==> config.mk <==
export PLATFORM = sky130hd
export DESIGN_NAME = floppy_controller_registers
export DESIGN_NICKNAME = d
export VERILOG_FILES = /design/src/design/fcr_pkg.sv /design/src/design/fcr_ctrl.sv /design/src/design/fcr_dp.sv /design/src/design/floppy_controller_registers.sv
export SDC_FILE = /design/constraint.sdc
export NUM_CORES = 1
export LEC_CHECK = 0
export CAP_MARGIN = 20
export CORE_ASPECT_RATIO = 0.7
export CORE_MARGIN = 4
export CORE_UTILIZATION = 39
export CTS_CLUSTER_SIZE = 14
export DETAILED_ROUTE_END_ITERATION = 7
export DONT_BUFFER_PORTS = 1
export SLEW_MARGIN = 15
export SYNTH_ARGS = -nofsm -noshare
export SYNTH_HDL_FRONTEND = slang
export SYNTH_HIERARCHICAL = 1
export SYNTH_SLANG_ARGS = --single-unit
==> constraint.sdc <==
create_clock -name i_clk -period 5.3 [get_ports i_clk]
set_input_delay 0.265 -clock i_clk [delete_from_list [all_inputs] [get_ports i_clk]]
set_output_delay 0.265 -clock i_clk [all_outputs]
set_load 0.05 [all_outputs]
==> src/design/fcr_pkg.sv <==
`default_nettype none
// ----------------------------------------------------------------------------
// fcr_pkg
// Types, codes and helpers shared by the floppy controller register file.
// ----------------------------------------------------------------------------
package fcr_pkg;

    typedef enum logic [2:0] {
        KIND_STATUS_RD = 3'd0,
        KIND_TRACK_RD  = 3'd1,
        KIND_SECTOR_RD = 3'd2,
        KIND_DATA_RD   = 3'd3,
        KIND_CMD_WR    = 3'd4,
        KIND_TRACK_WR  = 3'd5,
        KIND_SECTOR_WR = 3'd6,
        KIND_DATA_WR   = 3'd7
    } t_kind;

    localparam logic [2:0] CFG_TRACK_COUNT  = 3'd0;
    localparam logic [2:0] CFG_HEAD_COUNT   = 3'd1;
    localparam logic [2:0] CFG_SECTORS      = 3'd2;
    localparam logic [2:0] CFG_SECTOR_LEN   = 3'd3;
    localparam logic [2:0] CFG_DIR_FIRST    = 3'd4;
    localparam logic [2:0] CFG_DIR_COUNT    = 3'd5;
    localparam logic [2:0] CFG_HEAD_SELECT  = 3'd6;

    localparam logic [3:0] CMD_RESTORE   = 4'h0;
    localparam logic [3:0] CMD_SEEK      = 4'h1;
    localparam logic [3:0] CMD_READ_ADDR = 4'hC;
    localparam logic [3:0] CMD_FORCE_IRQ = 4'hD;
    localparam logic [2:0] CMD_STEP_IN   = 3'b010;
    localparam logic [2:0] CMD_STEP_OUT  = 3'b011;
    localparam logic [7:0] CMD_DENSITY   = 8'hFF;

    localparam logic [7:0] ST_BUSY   = 8'h01;
    localparam logic [7:0] ST_DRQ    = 8'h02;
    localparam logic [7:0] ST_TRACK0 = 8'h04;
    localparam logic [7:0] ST_SEEKER = 8'h10;
    localparam logic [7:0] ST_HDLOAD = 8'h20;

    localparam logic [15:0] CRC_INIT = 16'hFFFF;
    localparam logic [15:0] CRC_POLY = 16'h1021;
    localparam int          ID_LEN   = 6;

    typedef struct packed {
        logic load;
        logic exec;
        logic crc_step;
        logic crc_last;
        logic mul1;
        logic mul2;
        logic mark;
        logic push;
    } t_dp_cmd;

    typedef struct packed {
        logic crc_req;
        logic mark_req;
        logic out_full;
    } t_dp_stat;

    function automatic logic [15:0] crc_byte(input logic [15:0] crc_in, input logic [7:0] v);
        logic [15:0] c;
        c = crc_in ^ {v, 8'h00};
        for (int b = 0; b < 8; b++) begin
            c = c[15] ? ({c[14:0], 1'b0} ^ CRC_POLY) : {c[14:0], 1'b0};
        end
        return c;
    endfunction

endpackage
`default_nettype wire

==> src/design/fcr_ctrl.sv <==
`default_nettype none
// ----------------------------------------------------------------------------
// fcr_ctrl
// Sequencer: accept, execute, CRC bytes, sector-mark multiply, deliver.
// ----------------------------------------------------------------------------
module fcr_ctrl import fcr_pkg::*; (
    input  wire logic     i_clk,
    input  wire logic     i_rst_n,
    input  wire logic     i_in_valid,
    output logic          o_in_ready,
    input  wire t_dp_stat i_stat,
    output t_dp_cmd       o_cmd
);

    typedef enum logic [6:0] {
        S_IDLE = 7'b0000001,
        S_EXEC = 7'b0000010,
        S_CRC  = 7'b0000100,
        S_MUL1 = 7'b0001000,
        S_MUL2 = 7'b0010000,
        S_MARK = 7'b0100000,
        S_DONE = 7'b1000000
    } t_state;

    t_state     r_state, n_state;
    logic [1:0] r_cnt, n_cnt;

    always_comb begin
        n_state = r_state;
        n_cnt   = r_cnt;
        o_cmd   = '0;
        case (r_state)
            S_IDLE: begin
                if (i_in_valid) begin
                    o_cmd.load = 1'b1;
                    n_state    = S_EXEC;
                end
            end
            S_EXEC: begin
                o_cmd.exec = 1'b1;
                n_cnt      = '0;
                if (i_stat.crc_req) begin
                    n_state = S_CRC;
                end else if (i_stat.mark_req) begin
                    n_state = S_MUL1;
                end else begin
                    n_state = S_DONE;
                end
            end
            S_CRC: begin
                o_cmd.crc_step = 1'b1;
                n_cnt          = r_cnt + 2'd1;
                if (r_cnt == 2'd3) begin
                    o_cmd.crc_last = 1'b1;
                    n_state        = S_DONE;
                end
            end
            S_MUL1: begin
                o_cmd.mul1 = 1'b1;
                n_state    = S_MUL2;
            end
            S_MUL2: begin
                o_cmd.mul2 = 1'b1;
                n_state    = S_MARK;
            end
            S_MARK: begin
                o_cmd.mark = 1'b1;
                n_state    = S_DONE;
            end
            S_DONE: begin
                if (!i_stat.out_full) begin
                    o_cmd.push = 1'b1;
                    n_state    = S_IDLE;
                end
            end
            default: n_state = S_IDLE;
        endcase
    end

    assign o_in_ready = (r_state == S_IDLE);

    always_ff @(posedge i_clk) begin
        if (!i_rst_n) begin
            r_state <= S_IDLE;
            r_cnt   <= '0;
        end else begin
            r_state <= n_state;
            r_cnt   <= n_cnt;
        end
    end

`ifndef ASSERT_OFF
    a_load_exec: assert property (@(posedge i_clk) disable iff (!i_rst_n)
        o_cmd.load |=> o_cmd.exec)
        else $error("exec did not follow load");
    a_one_hot: assert property (@(posedge i_clk) disable iff (!i_rst_n)
        $onehot({o_cmd.exec, o_cmd.crc_step, o_cmd.mul1, o_cmd.mul2, o_cmd.mark})
        || !(o_cmd.exec || o_cmd.crc_step || o_cmd.mul1 || o_cmd.mul2 || o_cmd.mark))
        else $error("overlapping datapath commands");
    a_mul_order: assert property (@(posedge i_clk) disable iff (!i_rst_n)
        o_cmd.mul1 |=> o_cmd.mul2 ##1 o_cmd.mark)
        else $error("mark sequence broken");
`endif

endmodule
`default_nettype wire

==> src/design/fcr_dp.sv <==
`default_nettype none
// ----------------------------------------------------------------------------
// fcr_dp
// Register file, command execution, ID bytes with CRC and output register.
// ----------------------------------------------------------------------------
module fcr_dp import fcr_pkg::*; (
    input  wire logic        i_clk,
    input  wire logic        i_rst_n,
    input  wire t_dp_cmd     i_cmd,
    output t_dp_stat         o_stat,
    input  wire logic [2:0]  i_kind,
    input  wire logic [7:0]  i_wdata,
    input  wire logic        i_cfg_we,
    input  wire logic [2:0]  i_cfg_index,
    input  wire logic [15:0] i_cfg_data,
    output logic             o_out_valid,
    input  wire logic        i_out_ready,
    output logic [7:0]       o_rdata,
    output logic             o_irq
);

    logic [7:0]  r_track_count, r_sectors;
    logic [1:0]  r_head_count;
    logic [10:0] r_sector_len;
    logic [15:0] r_dir_first, r_dir_count;
    logic        r_head_select;

    logic [7:0]  r_status, n_status;
    logic [7:0]  r_head_track, n_head_track;
    logic [7:0]  r_track_reg, n_track_reg;
    logic [7:0]  r_sector_reg, n_sector_reg;
    logic [7:0]  r_data_latch, n_data_latch;
    logic        r_step_out, n_step_out;
    logic [9:0]  r_busy_left, n_busy_left;
    logic        r_index_tog, n_index_tog;
    logic        r_drq_hold, n_drq_hold;
    logic [2:0]  r_id_index, n_id_index;
    logic [2:0]  r_id_left, n_id_left;
    logic [7:0]  r_next_sec, n_next_sec;
    logic        r_irq_line, n_irq_line;
    logic [7:0]  r_id_bytes [ID_LEN];
    logic        n_id_load;

    logic [2:0]  r_kind;
    logic [7:0]  r_wdata;
    logic [7:0]  r_res_rdata, n_res_rdata;
    logic [15:0] r_crc;
    logic [31:0] r_crc_sh;
    logic [9:0]  r_prod1;
    logic [17:0] r_rel;
    logic        r_out_valid;
    logic [7:0]  r_out_rdata;
    logic        r_out_irq;

    logic [2:0]  w_rate;
    logic [7:0]  w_mul;
    logic [10:0] w_busy_full;
    logic        w_range_bad;
    logic [15:0] w_crc_next;
    logic [16:0] w_dir_end;
    logic [7:0]  w_sec_inc;

    assign w_range_bad = (r_head_track >= r_track_count)
                      || ({1'b0, r_head_select} >= r_head_count)
                      || (r_sector_reg >= r_sectors);
    assign w_crc_next  = crc_byte(r_crc, r_crc_sh[7:0]);
    assign w_dir_end   = {1'b0, r_dir_first} + {1'b0, r_dir_count};
    assign w_sec_inc   = r_next_sec + 8'd1;
    assign w_rate      = {1'b0, r_wdata[1:0]} + 3'd1;

    always_comb begin
        if (r_wdata[7:4] == CMD_RESTORE) begin
            w_mul = r_head_track;
        end else if (r_wdata[7:4] == CMD_SEEK) begin
            w_mul = (r_data_latch >= r_head_track) ? r_data_latch - r_head_track
                                                  : r_head_track - r_data_latch;
        end else begin
            w_mul = 8'd1;
        end
        w_busy_full = {3'd0, w_mul} * {8'd0, w_rate};
    end

    always_comb begin
        n_status     = r_status;
        n_head_track = r_head_track;
        n_track_reg  = r_track_reg;
        n_sector_reg = r_sector_reg;
        n_data_latch = r_data_latch;
        n_step_out   = r_step_out;
        n_busy_left  = r_busy_left;
        n_index_tog  = r_index_tog;
        n_drq_hold   = r_drq_hold;
        n_id_index   = r_id_index;
        n_id_left    = r_id_left;
        n_next_sec   = r_next_sec;
        n_irq_line   = r_irq_line;
        n_res_rdata  = 8'h00;
        n_id_load    = 1'b0;
        case (t_kind'(r_kind))
            KIND_STATUS_RD: begin
                n_res_rdata = r_status;
                n_irq_line  = 1'b0;
                if (r_busy_left != '0) begin
                    n_busy_left = r_busy_left - 10'd1;
                    if (r_busy_left == 10'd1) begin
                        n_status = n_status & ~ST_BUSY;
                    end
                end
                if (r_index_tog) begin
                    n_status = n_status ^ ST_DRQ;
                end
                if (r_drq_hold) begin
                    n_status = n_status | ST_DRQ;
                end
            end
            KIND_TRACK_RD:  n_res_rdata = r_track_reg;
            KIND_SECTOR_RD: n_res_rdata = r_sector_reg;
            KIND_DATA_RD: begin
                if (r_id_left != '0) begin
                    n_status  = n_status & ~ST_DRQ;
                    n_id_left = r_id_left - 3'd1;
                    if (r_id_left == 3'd1) begin
                        n_status   = n_status & ~ST_BUSY;
                        n_drq_hold = 1'b0;
                        n_irq_line = 1'b1;
                    end
                    n_data_latch = (r_id_index < 3'(ID_LEN)) ? r_id_bytes[r_id_index] : 8'h00;
                    n_id_index   = r_id_index + 3'd1;
                end
                n_res_rdata = n_data_latch;
            end
            KIND_CMD_WR: begin
                if ((r_wdata | 8'h01) == CMD_DENSITY) begin
                    n_status = r_status;
                end else if (r_wdata[7:4] == CMD_FORCE_IRQ) begin
                    n_id_left   = '0;
                    n_id_index  = '0;
                    n_status    = r_status & ~(ST_DRQ | ST_BUSY);
                    n_drq_hold  = 1'b0;
                    n_index_tog = 1'b1;
                    n_irq_line  = 1'b0;
                    n_busy_left = '0;
                end else if (r_wdata[7]) begin
                    n_index_tog = 1'b0;
                    if (r_wdata[7:4] == CMD_READ_ADDR) begin
                        if (w_range_bad) begin
                            n_status = ST_SEEKER;
                        end else begin
                            n_id_load   = 1'b1;
                            n_next_sec  = (w_sec_inc == r_sectors) ? 8'h00 : w_sec_inc;
                            n_id_index  = '0;
                            n_id_left   = 3'(ID_LEN);
                            n_drq_hold  = 1'b1;
                            n_status    = ST_DRQ | ST_BUSY;
                            n_busy_left = '0;
                        end
                    end
                end else begin
                    if (r_wdata[7:4] == CMD_RESTORE) begin
                        n_head_track = 8'h00;
                        n_track_reg  = 8'h00;
                    end else if (r_wdata[7:4] == CMD_SEEK) begin
                        n_head_track = r_data_latch;
                    end else begin
                        if (r_wdata[7:5] == CMD_STEP_IN) begin
                            n_step_out = 1'b0;
                        end else if (r_wdata[7:5] == CMD_STEP_OUT) begin
                            n_step_out = 1'b1;
                        end
                        n_head_track = n_step_out ? r_head_track - 8'd1 : r_head_track + 8'd1;
                    end
                    n_busy_left = w_busy_full[9:0];
                    if (n_busy_left != '0) begin
                        n_status = ST_BUSY;
                    end
                    n_index_tog = 1'b1;
                    if (n_head_track >= r_track_count) begin
                        n_status = n_status | ST_SEEKER;
                    end
                    if (n_head_track == 8'h00) begin
                        n_status = n_status | ST_TRACK0;
                    end
                    if (r_wdata[4]) begin
                        n_track_reg = n_head_track;
                    end
                    if (r_wdata[3]) begin
                        n_status = n_status | ST_HDLOAD;
                    end
                    if (r_wdata[2] && (n_track_reg != n_head_track)) begin
                        n_status = n_status | ST_SEEKER;
                    end
                end
            end
            KIND_TRACK_WR: begin
                n_head_track = r_wdata;
                n_track_reg  = r_wdata;
            end
            KIND_SECTOR_WR: n_sector_reg = r_wdata;
            KIND_DATA_WR:   n_data_latch = r_wdata;
            default: n_res_rdata = 8'h00;
        endcase
    end

    assign o_stat.crc_req  = (r_kind == KIND_CMD_WR) && (r_wdata[7:4] == CMD_READ_ADDR)
                          && !w_range_bad;
    assign o_stat.mark_req = (r_kind == KIND_DATA_RD) && (r_id_left == 3'd1);
    assign o_stat.out_full = r_out_valid && !i_out_ready;

    always_ff @(posedge i_clk) begin
        if (!i_rst_n) begin
            r_track_count <= 8'd40;
            r_head_count  <= 2'd1;
            r_sectors     <= 8'd18;
            r_sector_len  <= 11'd256;
            r_dir_first   <= '0;
            r_dir_count   <= '0;
            r_head_select <= 1'b0;
        end else if (i_cfg_we) begin
            case (i_cfg_index)
                CFG_TRACK_COUNT: r_track_count <= i_cfg_data[7:0];
                CFG_HEAD_COUNT:  r_head_count  <= i_cfg_data[1:0];
                CFG_SECTORS:     r_sectors     <= i_cfg_data[7:0];
                CFG_SECTOR_LEN:  r_sector_len  <= i_cfg_data[10:0];
                CFG_DIR_FIRST:   r_dir_first   <= i_cfg_data;
                CFG_DIR_COUNT:   r_dir_count   <= i_cfg_data;
                CFG_HEAD_SELECT: r_head_select <= i_cfg_data[0];
                default: ;
            endcase
        end
    end

    always_ff @(posedge i_clk) begin
        if (!i_rst_n) begin
            r_status     <= ST_TRACK0;
            r_head_track <= '0;
            r_track_reg  <= '0;
            r_sector_reg <= '0;
            r_data_latch <= '0;
            r_step_out   <= 1'b0;
            r_busy_left  <= '0;
            r_index_tog  <= 1'b0;
            r_drq_hold   <= 1'b0;
            r_id_index   <= '0;
            r_id_left    <= '0;
            r_next_sec   <= '0;
            r_irq_line   <= 1'b0;
            r_out_valid  <= 1'b0;
        end else begin
            if (i_cmd.exec) begin
                r_status     <= n_status;
                r_head_track <= n_head_track;
                r_track_reg  <= n_track_reg;
                r_sector_reg <= n_sector_reg;
                r_data_latch <= n_data_latch;
                r_step_out   <= n_step_out;
                r_busy_left  <= n_busy_left;
                r_index_tog  <= n_index_tog;
                r_drq_hold   <= n_drq_hold;
                r_id_index   <= n_id_index;
                r_id_left    <= n_id_left;
                r_next_sec   <= n_next_sec;
                r_irq_line   <= n_irq_line;
            end
            if (i_cmd.mark && ({14'd0, r_rel} >= 32'(r_dir_first))
                    && ({14'd0, r_rel} < 32'(w_dir_end))) begin
                r_status <= r_status | ST_HDLOAD;
            end
            if (i_cmd.push) begin
                r_out_valid <= 1'b1;
            end else if (i_out_ready) begin
                r_out_valid <= 1'b0;
            end
        end
    end

    always_ff @(posedge i_clk) begin
        if (i_cmd.load) begin
            r_kind  <= i_kind;
            r_wdata <= i_wdata;
        end
        if (i_cmd.exec) begin
            r_res_rdata <= n_res_rdata;
            r_crc       <= CRC_INIT;
            r_crc_sh    <= {5'd0, r_sector_len[10:8], r_next_sec,
                            7'd0, r_head_select, r_head_track};
        end
        if (i_cmd.exec && n_id_load) begin
            r_id_bytes[0] <= r_head_track;
            r_id_bytes[1] <= {7'd0, r_head_select};
            r_id_bytes[2] <= r_next_sec;
            r_id_bytes[3] <= {5'd0, r_sector_len[10:8]};
        end
        if (i_cmd.crc_step) begin
            r_crc    <= w_crc_next;
            r_crc_sh <= {8'd0, r_crc_sh[31:8]};
        end
        if (i_cmd.crc_last) begin
            r_id_bytes[4] <= w_crc_next[7:0];
            r_id_bytes[5] <= w_crc_next[15:8];
        end
        if (i_cmd.mul1) begin
            r_prod1 <= ({2'd0, r_head_track} * {8'd0, r_head_count})
                     + {9'd0, r_head_select};
        end
        if (i_cmd.mul2) begin
            r_rel <= ({8'd0, r_prod1} * {10'd0, r_sectors}) + {10'd0, r_sector_reg};
        end
        if (i_cmd.push) begin
            r_out_rdata <= r_res_rdata;
            r_out_irq   <= r_irq_line;
        end
    end

    assign o_out_valid = r_out_valid;
    assign o_rdata     = r_out_rdata;
    assign o_irq       = r_out_irq;

`ifndef ASSERT_OFF
    a_drq_hold_left: assert property (@(posedge i_clk) disable iff (!i_rst_n)
        r_drq_hold == (r_id_left != 3'd0))
        else $error("drq hold out of step with ID count");
    a_id_sum: assert property (@(posedge i_clk) disable iff (!i_rst_n)
        (r_id_left != 3'd0) |-> ((r_id_left + r_id_index) == 3'(ID_LEN)))
        else $error("ID index and count disagree");
    a_push_free: assert property (@(posedge i_clk) disable iff (!i_rst_n)
        i_cmd.push |-> (!r_out_valid || i_out_ready))
        else $error("result pushed over a pending result");
`endif

endmodule
`default_nettype wire

==> src/design/floppy_controller_registers.sv <==
`default_nettype none
// ----------------------------------------------------------------------------
// floppy_controller_registers
// Floppy controller register file for one drive, one bus access per item.
//
//  channel  direction  signals                                   payload
//  s        in         i_s_tvalid o_s_tready i_s_tdata i_s_tuser wdata, kind
//  m        out        o_m_tvalid i_m_tready o_m_tdata           rdata, irq
//  cfg      in         i_cfg_valid o_cfg_ready i_cfg_index/data  register write
//
//  Most items pass accept, execute and deliver. Read address adds the ID CRC,
//  which runs one byte per cycle. The last ID data read adds the sector mark:
//  the relative sector goes through two registered multiplies.
//  Reset is synchronous; no clearing pass. A stalled output holds the result;
//  the next item is accepted meanwhile and waits at delivery.
// ----------------------------------------------------------------------------
module floppy_controller_registers import fcr_pkg::*; (
    input  wire logic        i_clk,
    input  wire logic        i_rst_n,
    input  wire logic        i_s_tvalid,
    output logic             o_s_tready,
    input  wire logic [7:0]  i_s_tdata,   // [7:0] wdata
    input  wire logic [2:0]  i_s_tuser,   // [2:0] kind
    output logic             o_m_tvalid,
    input  wire logic        i_m_tready,
    output logic [15:0]      o_m_tdata,   // [7:0] rdata, [8] irq, [15:9] zero
    input  wire logic        i_cfg_valid,
    output logic             o_cfg_ready,
    input  wire logic [2:0]  i_cfg_index,
    input  wire logic [15:0] i_cfg_data
);

    t_dp_cmd    w_cmd;
    t_dp_stat   w_stat;
    logic [7:0] w_rdata;
    logic       w_irq;

    fcr_ctrl u_ctrl (
        .i_clk      (i_clk),
        .i_rst_n    (i_rst_n),
        .i_in_valid (i_s_tvalid),
        .o_in_ready (o_s_tready),
        .i_stat     (w_stat),
        .o_cmd      (w_cmd)
    );

    fcr_dp u_dp (
        .i_clk       (i_clk),
        .i_rst_n     (i_rst_n),
        .i_cmd       (w_cmd),
        .o_stat      (w_stat),
        .i_kind      (i_s_tuser),
        .i_wdata     (i_s_tdata),
        .i_cfg_we    (i_cfg_valid),
        .i_cfg_index (i_cfg_index),
        .i_cfg_data  (i_cfg_data),
        .o_out_valid (o_m_tvalid),
        .i_out_ready (i_m_tready),
        .o_rdata     (w_rdata),
        .o_irq       (w_irq)
    );

    assign o_cfg_ready = 1'b1;
    assign o_m_tdata   = {7'd0, w_irq, w_rdata};

endmodule
`default_nettype wire
Yosys cells after proc, flatten, opt, wreduce, memory -nomap -nowiden

Memories as Yosys holds them, arrays and structs flattened. A register that Yosys moved wholly into a read port is not among the register bits.
Index checks and enable logic that the tools add are counted.

Add/sub/neg operators: 13
Bitwise gates (word level): 18
Multipliers: 3
$lt $le $gt $ge: 8
Reductions and logical operators: 53
Mux-type cells: 142
Equality and inequality tests: 51

Operator list:

| cell               | number |
|---|---|
| $mux 8             | 34 |
| $mux 13            | 8 |
| $mux 10            | 6 |
| $mux 3             | 17 |
| $pmux 7 s7         | 1 |
| $pmux 8 s2         | 3 |
| $mux 1             | 47 |
| $mux 7             | 5 |
| $reduce_and 7->1   | 5 |
| $ge 8x8->1         | 4 |
| $mux 16            | 2 |
| $pmux 8 s4         | 1 |
| $mux 24            | 1 |
| $not 3->3          | 8 |
| $pmux 8 s3         | 1 |
| $reduce_and 6->1   | 4 |
| $eq 3x3->1 const B | 7 |
| $pmux 10 s2        | 1 |
| $reduce_bool 10->1 | 2 |
| $mux 19            | 1 |
| $add 18x8->18      | 1 |
| $eq 3x2->1 const B | 6 |
| $ge 18x16->1       | 1 |
| $lt 18x17->1       | 1 |
| other kinds (57)   | 121 |

Bits in registers: 239
Memories: 1
Word-level logic and storage cells: 326
Input port bits: 35
Memory bits (writable): 48

Memories:

| name            | words | bits a word | rd ports | clocked after Yosys merged registers in | write ports | RTL line     | RTL |
|---|---|---|---|---|---|---|---|
| u_dp.r_id_bytes | 6     | 8           | 1        | 1                                       | 4           | fcr_dp.sv:41 | `logic [7:0] r_id_bytes [ID_LEN];` |

Depth between registers and ports, before layout

Depth after elaboration: 30
Depth in mapped cells: 23
Gate-level depth less buffers: 23

Cells and area by module

Netlist, hierarchy kept.

Modules (own cells, without submodules):

| module                      | cells an instance | area each (µm²) | seq. area each (µm²) | instances |
|---|---|---|---|---|
| fcr_dp                      | 1,955             | 17,860.9        | 6,506.2              | 1 |
| fcr_ctrl                    | 80                | 628.1           | 180.2                | 1 |
| floppy_controller_registers | 11                | 75.1            | 0.0                  | 1 |

Worst setup path before layout

OpenSTA, ideal clock, no wires.

Path kind: register to register
Start: register u_dp.r_head_track[6]
End: register u_dp.r_status[0]
Data required time: 5,162 ps
Library setup time: 138 ps
Path buffers: 1
Arrival time: 5,017 ps
Path slack: 145 ps
Cell stages (with the launch flop): 23
Period minus slack after synthesis: 5,155 ps
Path through: dfxtp_1 inv_1 ha_1 clkbuf_1 a211oi_1 o21ai_0 nor2_2 mux2_2 a221oi_1 xnor2_1 mux2i_1 or3_1 fa_1 inv_1 ha_1 o21ai_0 o21ai_0 a21oi_1 xnor2_1 or3_1 a211o_1 a31oi_1 a311oi_1

Cells in the longest elaborated chain, start to end: 15

RTL lines:

| what                                      | RTL line      | RTL |
|---|---|---|
| start, declared                           | fcr_dp.sv:29  | `logic [7:0] r_head_track, n_head_track;` |
| start signal, assigned                    | fcr_dp.sv:251 | `r_head_track <= n_head_track;` |
| $sub 8x8->8, or another cell as far along | fcr_dp.sv:76  | `: r_head_track - r_data_latch;` |
| $mux 8                                    | fcr_dp.sv:75  | `w_mul = (r_data_latch >= r_head_track) ? r_data_latch - r_head_track` |
| $mux 8                                    | fcr_dp.sv:74  | `end else if (r_wdata[7:4] == CMD_SEEK) begin` |
| $mux 8                                    | fcr_dp.sv:72  | `if (r_wdata[7:4] == CMD_RESTORE) begin` |
| $mul 8x3->10                              | fcr_dp.sv:80  | `w_busy_full = {3'd0, w_mul} * {8'd0, w_rate};` |
| $reduce_bool 10->1                        | fcr_dp.sv:173 | `if (n_busy_left != '0) begin` |
| $mux 8                                    | fcr_dp.sv:173 |  |
| $mux 5                                    | fcr_dp.sv:177 | `if (n_head_track >= r_track_count) begin` |
| $mux 3                                    | fcr_dp.sv:180 | `if (n_head_track == 8'h00) begin` |
| $mux 6                                    | fcr_dp.sv:186 | `if (r_wdata[3]) begin` |
| $mux 5                                    | fcr_dp.sv:189 | `if (r_wdata[2] && (n_track_reg != n_head_track)) begin` |
| $mux 8 *                                  | fcr_dp.sv:143 | `end else if (r_wdata[7]) begin` |
| $mux 8 *                                  | fcr_dp.sv:135 | `end else if (r_wdata[7:4] == CMD_FORCE_IRQ) begin` |
| $mux 8 *                                  | fcr_dp.sv:133 | `if ((r_wdata \| 8'h01) == CMD_DENSITY) begin` |
| $pmux 8 s3 *                              | fcr_dp.sv:99  | `case (t_kind'(r_kind))` |
| end signal, assigned                      | fcr_dp.sv:250 | `r_status <= n_status;` |
| end signal, assigned                      | fcr_dp.sv:266 | `r_status <= r_status \| ST_HDLOAD;` |
| end, declared                             | fcr_dp.sv:28  | `logic [7:0] r_status, n_status;` |

Mark *: on every way between the ends. The rest lies on a longest branch, timed or not. The select of a mux whose other input is x is not followed.
A chain may end at the register's enable or synchronous reset.

Final worst setup path

Start: register u_dp.r_data_latch[0]
End: register u_dp.r_status[0]

Cells in the longest elaborated chain, start to end: 15

RTL lines:

| what                                      | RTL line      | RTL |
|---|---|---|
| start, declared                           | fcr_dp.sv:32  | `logic [7:0] r_data_latch, n_data_latch;` |
| start signal, assigned                    | fcr_dp.sv:254 | `r_data_latch <= n_data_latch;` |
| $sub 8x8->8, or another cell as far along | fcr_dp.sv:76  |  |
| $mux 8 *                                  | fcr_dp.sv:75  |  |
| $mux 8 *                                  | fcr_dp.sv:74  |  |
| $mux 8 *                                  | fcr_dp.sv:72  |  |
| $mul 8x3->10 *                            | fcr_dp.sv:80  |  |
| $reduce_bool 10->1 *                      | fcr_dp.sv:173 |  |
| $mux 8 *                                  | fcr_dp.sv:173 |  |
| $mux 5 *                                  | fcr_dp.sv:177 |  |
| $mux 3 *                                  | fcr_dp.sv:180 |  |
| $mux 6 *                                  | fcr_dp.sv:186 |  |
| $mux 5 *                                  | fcr_dp.sv:189 |  |
| $mux 8 *                                  | fcr_dp.sv:143 |  |
| $mux 8 *                                  | fcr_dp.sv:135 |  |
| $mux 8 *                                  | fcr_dp.sv:133 |  |
| $pmux 8 s3 *                              | fcr_dp.sv:99  |  |

Marks and branches as above.

==> metrics.md <==
| Metric | Value |
|---|---|
| Max Fanout on Critical Path | `5` |
| PwrDens | `235 mW/mm^2` |
| Final min period | `5.23 ns` |
| Rel. slew slack | `31.9%` |
| Die height | `191 um` |
| DP HPWL | `41800 um` |
| Largest reg by FF count | `u_dp/r_id_bytes` |
| I/O Buffers | `0` |
| TritonCTS clock tree | `built` |
| Synth warnings | `6` |
| CP endpoint kind | `register` |
| RSZ-0062 raised after global routing | `yes` |
| Cell Rows | `66` |
| Placed cells | `2648` |
| Clock Pin Slew Worst Setup and Hold Paths | `0.07 ns` |
| Distinct cells, synth | `81` |
| Fraction of layout instances using a drive strength above 1 | `10.1%` |
| H-Tree Depth | `1` |
| #FFs+latches synth | `268` |
| Initial antenna violation count | `5` |
| Iteration-0 DRC Markers | `1511` |
| Worst EP arrival | `5.66 ns` |
| Hold/Removal Path Class | `input port to register` |
| Metal1 wirelength | `27700 um` |
| Initial core utilization | `39.7%` |
| Asr flop ratio synth | `0%` |
| Max Fclk | `191 MHz` |
| DRT Wirelength | `55600 um` |
| TritonRoute pass-1 iters | `5` |
| Worst VDD drop | `0.000157 V` |
| Setup Viol. Count Final | `0` |
| CTS Sinks | `268` |
| Max layer used | `met5` |
| WL/cell | `20.2 um` |
| Area grow syn2layout | `15.4%` |
| Inserted Clock Buffers | `29` |
| Required time worst endpoint | `5.74 ns` |
| Number of global-route vias before repair | `14300` |
| Max-cap violations | `0` |
| Number of synthesized flops with an enable pin | `132` |
| Die Area | `0.0512 mm^2` |
| Met2 wire length | `21200 um` |
| DRC | `0` |
| Seq/Total Area, Yosys | `36.0%` |
| Tot Pwr | `5.03 mW` |
| Largest net degree at the start of global routing | `57` |
| Fin Hold WS | `0.0238 ns` |
| Worst Tran Pin Value | `1.02 ns` |
| Final Hold Vio Count | `0` |
| Final cell count without fillers | `2754` |
| Routed wl met3 | `5420 um` |
| Largest registers | `u_dp/r_id_bytes (36), u_dp/r_crc_sh (27), u_dp/r_rel (18)` |
| Worst skew pair latency | `0.60 ns` |
| Fin nets | `2380` |
| Top Ports | `54` |
| Clock Tree Root | `clkbuf_16` |
| Status | `complete, no violations` |
| WS Path Type | `register to register` |
| Avg Cell Area, Syn | `9.07 um^2` |
| Startpoint types | `register` |
| Post-layout utilization of the core | `45.8%` |
| GRT overflow | `0` |
| Core area | `0.0467 mm^2` |
| Gate Count Post-Synth | `2046` |
| Most common cell after layout, fill and taps aside | `nand2_1` |
| P_leak | `8.59 nW` |
| Number of flip-flops under the largest register name | `36` |
| CTS Buffer Depth | `3` |
| Max Slew Vio Count | `0` |
| Most frequently used flop master after synthesis | `dfxtp_1` |
| Synth Cell Area | `0.0186 mm^2` |
| Vias | `15100` |
| Clock skew | `0.0129 ns` |
| GP Congestion | `0.938` |
| Most frequent cells in the layout | `nand2_1, inv_1, a21oi_1, ha_1, nor2_1` |
| First-pass GRT wire length | `85400 um` |
| Routed Antenna Nets | `0` |
| Tcrit/Tclk final | `98.6%` |
| Overall die width | `269 um` |
| Total GRT Usage | `21.5%` |
| Routed vias/inst | `5.48` |
## routing by layer
metal  GRT usage (%)  vias to the layer above
met3            6.51                       69
li1                -                     7223
met1            33.9                     7293
met2            28.5                      507
met4            4.84                        6
met5               0                        -
## critical path: stages (launching register included)
cell       delay (ns)
dfxtp_2          0.33
inv_2            0.06
ha_4             0.13
inv_2            0.04
fa_2             0.41
nand3_4          0.09
a31oi_4          0.09
nor2_2           0.11
buf_6            0.13
buf_4            0.11
mux2i_2          0.28
o221ai_1         0.16
xor2_1           0.18
mux2i_2          0.12
or3_1            0.34
fa_1             0.49
inv_1            0.04
ha_1             0.32
buf_4            0.17
nand3_1          0.11
o2111ai_1        0.15
xor2_1           0.19
or3_4            0.43
a211o_1          0.31
a31oi_1          0.20
a311oi_1         0.06
## through the flow
stage	area [um^2]	TNS [ns]	setup WS [ns]
global placement	19600	0	0.0319
global route	21400	-0.592	-0.187
detailed placement	19600	-0.136	-0.0445
finish	21400	0	0.0718
CTS	21100	0	0.0130
floorplan	18600	0	0.145
## cells in the mapped netlist, types with 5 or more instances
cell type | number | area (um^2)
a2111oi_0 | 5 | 43.8
a211o_1 | 10 | 87.6
a211oi_1 | 27 | 203
a21o_1 | 19 | 143
a21oi_1 | 162 | 811
a22oi_1 | 7 | 52.6
a31oi_1 | 10 | 62.6
and2_1 | 69 | 432
and3_1 | 8 | 50.1
buf_1 | 8 | 30.0
buf_4 | 9 | 67.6
clkbuf_1 | 73 | 274
dfxtp_1 | 136 | 2720
edfxtp_1 | 132 | 3960
fa_1 | 68 | 1360
ha_1 | 160 | 2000
inv_1 | 184 | 691
mux2i_1 | 39 | 390
nand2_1 | 274 | 1030
nand2b_1 | 28 | 175
nand3_1 | 38 | 190
nand3b_1 | 14 | 105
nand4_1 | 11 | 68.8
nor2_1 | 137 | 514
nor2b_1 | 29 | 181
nor3_1 | 25 | 125
nor4_1 | 14 | 87.6
o2111ai_1 | 9 | 78.8
o211ai_1 | 15 | 113
o21a_1 | 13 | 97.6
o21ai_0 | 81 | 405
o21bai_1 | 10 | 75.1
o221ai_1 | 7 | 61.3
o31ai_1 | 5 | 37.5
or2_2 | 12 | 75.1
or3_1 | 13 | 81.3
xnor2_1 | 74 | 648
xor2_1 | 28 | 245
## cell families after synthesis
family | count (synthesis) | share of synthesized area, %
buffers and inverters | 278 | 5.89
AO/OA/AOI/OAI | 431 | 14.8
AND/OR/NAND/NOR | 692 | 17.7
XOR/XNOR | 102 | 4.81
multiplexers | 45 | 2.59
other | 2 | 0.0405
adder cells (fa/ha/maj) | 228 | 18.1
flip-flops | 268 | 36.0
## worst paths after layout
path	startpoint	endpoint	slack [ns]	depth (start not counted)
setup / recovery	u_dp/r_data_latch[0]$_SDFFE_PN0P_	u_dp/r_status[0]$_SDFFE_PN0P_	0.07	25
hold / removal	i_cfg_index[1]	u_dp/r_sector_len[9]$_SDFFE_PN0P_	0.02	3
setup reg to reg	u_dp/r_data_latch[0]$_SDFFE_PN0P_	u_dp/r_status[0]$_SDFFE_PN0P_	0.07	25
hold reg to reg	u_dp/r_res_rdata[4]$_DFFE_PP_	u_dp/o_rdata[4]$_DFFE_PP_	0.42	0
## final cells by class
cell class	count	area, um^2
well taps	612	766
repair buffers	127	1080
clock buffers	35	748
inverters	185	696
clock inverters	19	267
fillers	4393	25300
flip-flops and latches	268	6690
diodes	2	5.00
multi-input cells	1506	11200
## power by group
part	switching, mW	internal, mW	leakage (nW)
clock network	0.919	1.30	0.496
registers	0.0332	2.20	2.30
logic	0.357	0.213	5.79
total	1.31	3.72	8.59
## repair_timing
| item | 4_1_cts | 5_1_grt |
|---|---|---|
| endpoints found under the setup margin | 6 | 7 |
| gates resized for setup | 8 | 56 |
| pin swaps | 4 | 32 |
| hold endpoints to repair | 90 | 0 |
| hold buffers | 40 | 0 |
| buffers inserted | 1 | 8 |
(Power assumes the default switching activity.)
